[config.mk]
export PLATFORM = sky130hd
export DESIGN_NAME = power_limit_word_encoder_top
export DESIGN_NICKNAME = d
export VERILOG_FILES = /design/src/hdl/plwe_pkg.sv /design/src/hdl/plwe_div_stage.sv /design/src/hdl/plwe_encode.sv /design/src/hdl/power_limit_word_encoder_top.sv
export SDC_FILE = /design/constraint.sdc
export NUM_CORES = 2
export LEC_CHECK = 0
export ABC_AREA = 1
export BUFFER_PORTS_ARGS = -buffer_cell sky130_fd_sc_hd__buf_2
export CAP_MARGIN = 20
export CELL_PAD_IN_SITES_DETAIL_PLACEMENT = 0
export CELL_PAD_IN_SITES_GLOBAL_PLACEMENT = 1
export CORE_UTILIZATION = 50
export CTS_CLUSTER_DIAMETER = 50
export CTS_CLUSTER_SIZE = 14
export DETAILED_ROUTE_END_ITERATION = 6
export GPL_TIMING_DRIVEN = 0
export PLACE_DENSITY_LB_ADDON = 0.1
export REMOVE_ABC_BUFFERS = 1
export SLEW_MARGIN = 0
export SYNTH_ARGS = -nofsm -noshare
export SYNTH_HDL_FRONTEND = slang
export SYNTH_SLANG_ARGS = --single-unit
[constraint.sdc]
create_clock -name clk -period 87 [get_ports clk]
set_clock_uncertainty 0.2 [all_clocks]
set_input_delay 13.05 -clock clk [delete_from_list [all_inputs] [get_ports clk]]
set_output_delay 13.05 -clock clk [all_outputs]
set_load 0.02 [all_outputs]
[src/hdl/plwe_pkg.sv]
// shared types, constants and helpers for the power limit word encoder
// no dependencies
package plwe_pkg;

  localparam int unsigned DIVIDEND_W  = 32;
  localparam int unsigned PREM_W      = 10;   // power unit is at most 1000
  localparam int unsigned TREM_W      = 20;   // time unit is at most 1000000
  localparam int unsigned STEP_BITS_D = 4;    // quotient bits per divider stage
  localparam int unsigned CFG_W       = 15;
  localparam int unsigned CFG_IDX_W   = 2;

  localparam logic [CFG_IDX_W-1:0] CFG_FEATURE  = 2'd0;
  localparam logic [CFG_IDX_W-1:0] CFG_PWR_EXP  = 2'd1;
  localparam logic [CFG_IDX_W-1:0] CFG_TIME_EXP = 2'd2;
  localparam logic [CFG_IDX_W-1:0] CFG_TSP      = 2'd3;

  localparam logic [1:0] ST_OK          = 2'd0;
  localparam logic [1:0] ST_UNSUPPORTED = 2'd1;
  localparam logic [1:0] ST_BAD_ARGS    = 2'd2;

  localparam logic [6:0]  DEFAULT_WINDOW = 7'h6E;
  localparam logic [3:0]  PWR_EXP_MAX    = 4'd9;
  localparam logic [9:0]  MW_BASE        = 10'd1000;
  localparam logic [19:0] US_BASE        = 20'd1000000;

  typedef struct packed {
    logic        mw_zero;
    logic        us_zero;
    logic        clamp;
    logic        enable;
    logic [63:0] cur;
  } plwe_side_t;

  function automatic logic [PREM_W-1:0] power_unit(input logic [3:0] e);
    logic [3:0] s;
    s = (e > PWR_EXP_MAX) ? PWR_EXP_MAX : e;
    return MW_BASE >> s;
  endfunction

  function automatic logic [TREM_W-1:0] window_divisor(input logic [3:0] e);
    return US_BASE >> e;
  endfunction

  function automatic logic [4:0] floor_log2(input logic [DIVIDEND_W-1:0] v);
    logic [4:0] n;
    n = '0;
    for (int i = 1; i < DIVIDEND_W; i++) begin
      if (v[i]) n = i[4:0];
    end
    return n;
  endfunction

endpackage

[src/hdl/plwe_div_stage.sv]
// one registered stage of the two restoring dividers (power and time lanes)
// depends on plwe_pkg
module plwe_div_stage #(
  parameter int unsigned STEP_BITS = plwe_pkg::STEP_BITS_D
) (
  input  logic                            clk,
  input  logic                            rst_n,
  input  logic                            adv,
  input  logic                            vld_in,
  input  logic [plwe_pkg::DIVIDEND_W-1:0] pq_in,
  input  logic [plwe_pkg::PREM_W-1:0]     pr_in,
  input  logic [plwe_pkg::DIVIDEND_W-1:0] tq_in,
  input  logic [plwe_pkg::TREM_W-1:0]     tr_in,
  input  plwe_pkg::plwe_side_t            side_in,
  input  logic [plwe_pkg::PREM_W-1:0]     pdiv,
  input  logic [plwe_pkg::TREM_W-1:0]     tdiv,
  output logic                            vld_r,
  output logic [plwe_pkg::DIVIDEND_W-1:0] pq_r,
  output logic [plwe_pkg::PREM_W-1:0]     pr_r,
  output logic [plwe_pkg::DIVIDEND_W-1:0] tq_r,
  output logic [plwe_pkg::TREM_W-1:0]     tr_r,
  output plwe_pkg::plwe_side_t            side_r
);
  import plwe_pkg::*;

  logic [DIVIDEND_W-1:0] pq_nxt, tq_nxt;
  logic [PREM_W-1:0]     pr_nxt;
  logic [TREM_W-1:0]     tr_nxt;

  always_comb begin
    logic [PREM_W:0] pw;
    logic [TREM_W:0] tw;
    pq_nxt = pq_in;
    pr_nxt = pr_in;
    tq_nxt = tq_in;
    tr_nxt = tr_in;
    for (int i = 0; i < STEP_BITS; i++) begin
      pw     = {pr_nxt, pq_nxt[DIVIDEND_W-1]};
      pq_nxt = {pq_nxt[DIVIDEND_W-2:0], 1'b0};
      if (pw >= {1'b0, pdiv}) begin
        pw        = pw - {1'b0, pdiv};
        pq_nxt[0] = 1'b1;
      end
      pr_nxt = pw[PREM_W-1:0];
      tw     = {tr_nxt, tq_nxt[DIVIDEND_W-1]};
      tq_nxt = {tq_nxt[DIVIDEND_W-2:0], 1'b0};
      if (tw >= {1'b0, tdiv}) begin
        tw        = tw - {1'b0, tdiv};
        tq_nxt[0] = 1'b1;
      end
      tr_nxt = tw[TREM_W-1:0];
    end
  end

  always_ff @(posedge clk) begin
    if (!rst_n) begin
      vld_r <= 1'b0;
    end else if (adv) begin
      vld_r <= vld_in;
    end
  end

  always_ff @(posedge clk) begin
    if (adv) begin
      pq_r   <= pq_nxt;
      pr_r   <= pr_nxt;
      tq_r   <= tq_nxt;
      tr_r   <= tr_nxt;
      side_r <= side_in;
    end
  end

endmodule

[src/hdl/plwe_encode.sv]
// two registered stages that range check the power quotient, encode the window
// and assemble the limit word; depends on plwe_pkg
module plwe_encode (
  input  logic                            clk,
  input  logic                            rst_n,
  input  logic                            adv,
  input  logic                            vld_in,
  input  logic [plwe_pkg::DIVIDEND_W-1:0] pq,
  input  logic [plwe_pkg::DIVIDEND_W-1:0] tq,
  input  plwe_pkg::plwe_side_t            side_in,
  input  logic                            feature,
  input  logic [14:0]                     tsp,
  output logic                            vld_r,
  output logic [63:0]                     word_r,
  output logic [1:0]                      status_r
);
  import plwe_pkg::*;

  logic                  v1_r;
  logic [14:0]           pf_r, pf_nxt;
  logic                  bad_r, bad_nxt;
  logic [DIVIDEND_W-1:0] tq1_r;
  logic [4:0]            y_r, y_nxt;
  plwe_side_t            side1_r;
  logic [63:0]           word_nxt;
  logic [1:0]            status_nxt;

  assign pf_nxt  = side_in.mw_zero ? tsp : pq[14:0];
  assign bad_nxt = !side_in.mw_zero && (pq[DIVIDEND_W-1:15] != '0);
  assign y_nxt   = floor_log2(tq);

  always_comb begin
    logic [DIVIDEND_W+1:0] sh;
    logic [6:0]            win;
    sh  = {tq1_r, 2'b00} >> y_r;
    win = side1_r.us_zero ? DEFAULT_WINDOW : {sh[1:0], y_r};
    word_nxt        = side1_r.cur;
    word_nxt[14:0]  = pf_r;
    word_nxt[15]    = side1_r.enable;
    word_nxt[16]    = side1_r.clamp;
    word_nxt[23:17] = win;
    status_nxt      = ST_OK;
    if (!feature) begin
      word_nxt   = side1_r.cur;
      status_nxt = ST_UNSUPPORTED;
    end else if (bad_r) begin
      word_nxt   = side1_r.cur;
      status_nxt = ST_BAD_ARGS;
    end
  end

  always_ff @(posedge clk) begin
    if (!rst_n) begin
      v1_r  <= 1'b0;
      vld_r <= 1'b0;
    end else if (adv) begin
      v1_r  <= vld_in;
      vld_r <= v1_r;
    end
  end

  always_ff @(posedge clk) begin
    if (adv) begin
      pf_r     <= pf_nxt;
      bad_r    <= bad_nxt;
      tq1_r    <= tq;
      y_r      <= y_nxt;
      side1_r  <= side_in;
      word_r   <= word_nxt;
      status_r <= status_nxt;
    end
  end

endmodule

[src/hdl/power_limit_word_encoder_top.sv]
// top level of the package long-term power limit word encoder
// depends on plwe_pkg, plwe_div_stage and plwe_encode
//
// usage
//   in_* carries one request: a power limit in mW, a window in us, clamp and
//   enable requests and the present 64-bit limit word
//   out_* returns the updated word and a status (ok, not supported, bad args)
//   cfg_* writes the four unit and feature registers; user must do so while the block is idle (unchecked)
// timing
//   a fully pipelined block: one request per cycle sustained unless the output stalls
//   the pipe has 32/STEP_BITS divider stages plus two encode stages, with a
//   default of four quotient bits per stage
//   the depth is set by the two restoring dividers (power and time lanes)
//   running side by side, STEP_BITS compare and subtract steps per stage
// reset
//   rst_n low clears every valid bit and loads the register defaults
// stalls
//   when out_tready is low with a result waiting, the whole pipeline holds and
//   in_tready drops; nothing is lost or repeated
module power_limit_word_encoder_top #(
  parameter int unsigned STEP_BITS = plwe_pkg::STEP_BITS_D
) (
  input  logic                           clk,
  input  logic                           rst_n,
  input  logic                           in_tvalid,
  output logic                           in_tready,
  // power_limit_mw[31:0], time_window_us[63:32], clamp_request[64],
  // enable_request[65], current_limit_word[129:66], zero pad to 136
  input  logic [135:0]                   in_tdata,
  output logic                           out_tvalid,
  input  logic                           out_tready,
  // new_limit_word[63:0], status[65:64], zero pad to 72
  output logic [71:0]                    out_tdata,
  input  logic                           cfg_wr_en,
  input  logic [plwe_pkg::CFG_IDX_W-1:0] cfg_addr,
  input  logic [plwe_pkg::CFG_W-1:0]     cfg_wdata
);
  import plwe_pkg::*;

  localparam int unsigned NSTAGE = DIVIDEND_W / STEP_BITS;

  // configuration registers
  logic        feature_r;
  logic [3:0]  pexp_r;
  logic [3:0]  texp_r;
  logic [14:0] tsp_r;

  always_ff @(posedge clk) begin
    if (!rst_n) begin
      feature_r <= 1'b1;
      pexp_r    <= 4'd3;
      texp_r    <= 4'd10;
      tsp_r     <= '0;
    end else if (cfg_wr_en) begin
      case (cfg_addr)
        CFG_FEATURE:  feature_r <= cfg_wdata[0];
        CFG_PWR_EXP:  pexp_r    <= cfg_wdata[3:0];
        CFG_TIME_EXP: texp_r    <= cfg_wdata[3:0];
        CFG_TSP:      tsp_r     <= cfg_wdata[14:0];
        default: ;
      endcase
    end
  end

  // divisors follow the registers, which the user must hold still while requests are in flight (not enforced)
  logic [PREM_W-1:0] pdiv;
  logic [TREM_W-1:0] tdiv;
  assign pdiv = power_unit(pexp_r);
  assign tdiv = window_divisor(texp_r);

  // one enable for the whole pipe: move unless a result is stuck at the output
  logic adv;
  assign adv       = !out_tvalid || out_tready;
  assign in_tready = adv;

  plwe_side_t side_in;
  assign side_in.mw_zero = (in_tdata[31:0] == '0);
  assign side_in.us_zero = (in_tdata[63:32] == '0);
  assign side_in.clamp   = in_tdata[64];
  assign side_in.enable  = in_tdata[65];
  assign side_in.cur     = in_tdata[129:66];

  logic                  vld  [NSTAGE+1];
  logic [DIVIDEND_W-1:0] pq   [NSTAGE+1];
  logic [PREM_W-1:0]     pr   [NSTAGE+1];
  logic [DIVIDEND_W-1:0] tq   [NSTAGE+1];
  logic [TREM_W-1:0]     tr   [NSTAGE+1];
  plwe_side_t            side [NSTAGE+1];

  // dividend enters the quotient register, remainders start at zero
  assign vld[0]  = in_tvalid;
  assign pq[0]   = in_tdata[31:0];
  assign pr[0]   = '0;
  assign tq[0]   = in_tdata[63:32];
  assign tr[0]   = '0;
  assign side[0] = side_in;

  for (genvar g = 0; g < NSTAGE; g++) begin : g_div
    plwe_div_stage #(.STEP_BITS(STEP_BITS)) u_stage (
      .clk     (clk),
      .rst_n   (rst_n),
      .adv     (adv),
      .vld_in  (vld[g]),
      .pq_in   (pq[g]),
      .pr_in   (pr[g]),
      .tq_in   (tq[g]),
      .tr_in   (tr[g]),
      .side_in (side[g]),
      .pdiv    (pdiv),
      .tdiv    (tdiv),
      .vld_r   (vld[g+1]),
      .pq_r    (pq[g+1]),
      .pr_r    (pr[g+1]),
      .tq_r    (tq[g+1]),
      .tr_r    (tr[g+1]),
      .side_r  (side[g+1])
    );
  end

  logic [63:0] word;
  logic [1:0]  status;

  // the final remainders are not needed; the encoder takes the quotients only
  plwe_encode u_encode (
    .clk      (clk),
    .rst_n    (rst_n),
    .adv      (adv),
    .vld_in   (vld[NSTAGE]),
    .pq       (pq[NSTAGE]),
    .tq       (tq[NSTAGE]),
    .side_in  (side[NSTAGE]),
    .feature  (feature_r),
    .tsp      (tsp_r),
    .vld_r    (out_tvalid),
    .word_r   (word),
    .status_r (status)
  );

  assign out_tdata = {6'b0, status, word};

endmodule

==> out/qor.yml <==
routing:
  drtPass1Iterations: 6
  ant_nets: 0
  vias_per_cell: 5.48
  drcViolationCount: 0
  drt-wirelength-per-cell_um: 18.0
  wirelength_um: 237000
  drt_iter0_markers: 5260
  via_count: 72298
floorplan:
  die-area_um2: 194000
  fp.dieW_um: 440
  ioPinCount: 232
  fp.dieH_um: 440
  start_util: 0.504
  core-area_um2: 190000
  rows: 160
run_status:
  status: "finished, final reports clean"
critical_path:
  worstPathBufferInverterCount: 7
  cpMaxStageDelayCell: "nor2_1"
  crit_family: "buffers and inverters"
  worstPathMaxFanout: 110
  crit_chain: "buf_2 > nor2_1 > clkinv_4 > buf_16 > buf_16 > buf_16 > buf_16 > buf_2"
  worstRegToRegCells: 64
  crit_top_cell: "buf_16"
  crit_path_end_kind: "output pin"
  cp.depth: 8
  worst_setup_path_start_kind: "primary input"
  worstSetupPathType: "in2out"
  max_stage_delay_ns: 0.61
  required_ns: 73.75
  arrival_ns: 16.20
clock_network:
  ctsHoldBuffers: 0
  root_buffer: "clkbuf_16"
  cts_setup_buffers: 0
  cts_sinks: 1485
  clock_latency_ns: 0.83
  path_clk_slew_ns: 0.06
  cts_made_buffers: 164
  clock_path_buffers: 3
  htreeDepth: 4
  cts_resized: 0
  cts_tree: "done"
finish:
  final_util: 0.559
  num-fill-cells: 16828
  layout-drive-gt1-share: 0.0714
  nets: 11712
  syn_to_final_growth_pct: 10.8
  antennaDiodeCount: 0
run:
  cap_violations: 0
synthesis:
  netlist_area_um2: 96000
  yosysMostFrequentCell: "nand2_1"
  ys_seq_elements: 1485
  ys_seq_area_frac: 0.461
  yosysTopAreaCell: "edfxtp_1"
  yosys_most_used_dff: "edfxtp_1"
  synthTopCellsByArea: "edfxtp_1 (45%), ha_1 (12%), nand2_1 (9.6%), a21oi_1 (4.6%), xor2_1 (4.3%)"
  ys_top_cells_by_count: "nand2_1 (2449), edfxtp_1 (1451), inv_1 (940)"
  synth-edff-count: 1451
  async_flop_share: 0
  syn_avg_cell_area_um2: 9.33
  yosysWarningCount: 0
  synth_top_area_frac: 0.454
  synth_cells: 10291
  ys_types: 74
global_routing:
  antenna_found_initial: 7
  grt_max_degree: 111
  grt_pass1_vias: 68419
  grt_usage: 0.242
  grt_overflow_total: 0
  grt_pass1_wl_um: 370000
sta:
  fin_setup_tns_ns: 0
  fin_crit_sh: 0.338
  rsz0062_at_grt: "false"
  fmax_ghz: 0.0340
  fin_crit_ns: 29.45
  setup_viol: 0
  worst_pin_slew_ns: 1.08
  finalHoldViolCount: 0
  slew_violations: 0
  maxSlewHeadroom: 0.278
place:
  place_hpwl_um: 177000
  numPortBuffers: 219
  gp_congestion: 0.880
min_path:
  whs_path_depth: 0
  min_path_type: "reg2reg"
-- cells in the final DEF (no fill, tap or decap), drive strengths merged, types with 39 or more instances in the layout --
| cell | count |
|---|---|
| clkbuf | 180 |
| xnor2 | 263 |
| ha | 925 |
| nand4 | 101 |
| nor2 | 437 |
| clkinv | 47 |
| fa | 60 |
| o21ai | 821 |
| nor4 | 78 |
| a21boi | 39 |
| a31oi | 46 |
| inv | 992 |
| edfxtp | 1451 |
| xor2 | 470 |
| nand3 | 577 |
| nand2 | 2481 |
| or2 | 45 |
| buf | 295 |
| a21oi | 882 |
| nor3 | 86 |
| o21bai | 84 |
-- area by class of cell --
class	instances	area, um^2	share of cell area
Multi-Input combinational cell	7659	47300	0.444
Inverter	964	3630	0.0341
Tap cell	2511	3140	0.0295
Clock inverter	96	1240	0.0117
Clock buffer	180	4230	0.0397
Sequential cell	1485	44300	0.416
Timing Repair Buffer	295	2620	0.0247
-- through the flow --
step | cells | hold slack, ns | instance area (um^2) | setup WS, ns
finish | 13190 | 0.203 | 106000 | 57.55
global route | 13190 | 0.216 | 106000 | 57.43
CTS | 13188 | 0.201 | 106000 | 57.68
detailed placement | 12912 | 0.205 | 101000 | 57.67
global placement | 12838 | 0.200 | 99200 | 13.81
floorplan | 10108 | 0.200 | 94900 | 33.83
-- path summary, 6_finish.rpt --
kind | slack [ns] | start | end
setup / recovery | 57.55 | out_tready | in_tready
hold / removal | 0.20 | g_div[4].u_stage.tq_r[17]$_DFFE_PP_ | g_div[5].u_stage.tq_r[21]$_DFFE_PP_
setup reg to reg | 71.57 | texp_r[1]$_SDFFE_PN1P_ | g_div[2].u_stage.tr_r[7]$_DFFE_PP_
hold reg to reg | 0.20 | g_div[4].u_stage.tq_r[17]$_DFFE_PP_ | g_div[5].u_stage.tq_r[21]$_DFFE_PP_
-- cells by family after synthesis --
logic type               count (synthesis)  share of synthesized area
flip-flops                            1485                      0.461
other                                    1                  0.0000391
XOR/XNOR                               733                     0.0675
AO/OA/AOI/OAI                         2086                      0.121
AND/OR/NAND/NOR                       3830                      0.167
buffers and inverters                 1171                     0.0497
adder cells (fa/ha/maj)                985                      0.133
-- routing by layer --
layer	GRT usage	vias to the layer above	routed length (um)
li1	-	36539	-
met1	0.347	33877	114000
met2	0.384	1572	106000
met3	0.0277	310	11000
met4	0.0746	0	6400
met5	0	-	0
-- registers in the layout, indices dropped and copies added (netlist names) --
signal                cells
u_encode.pf_r            15
u_encode.word_r          64
g_div.u_stage.vld_r       8
u_encode.side1_r         67
u_encode.v1_r             1
texp_r                    4
g_div.u_stage.tr_r      140
u_encode.y_r              5
g_div.u_stage.pq_r      256
pexp_r                    4
u_encode.tq1_r           31
g_div.u_stage.tq_r      256
feature_r                 1
g_div.u_stage.pr_r       70
u_encode.vld_r            1
u_encode.status_r         2
g_div.u_stage.side_r    544
tsp_r                    15
u_encode.bad_r            1
Power is not shown: default switching activity piles up to over one toggle a cycle in this logic, so the estimate is an artifact.
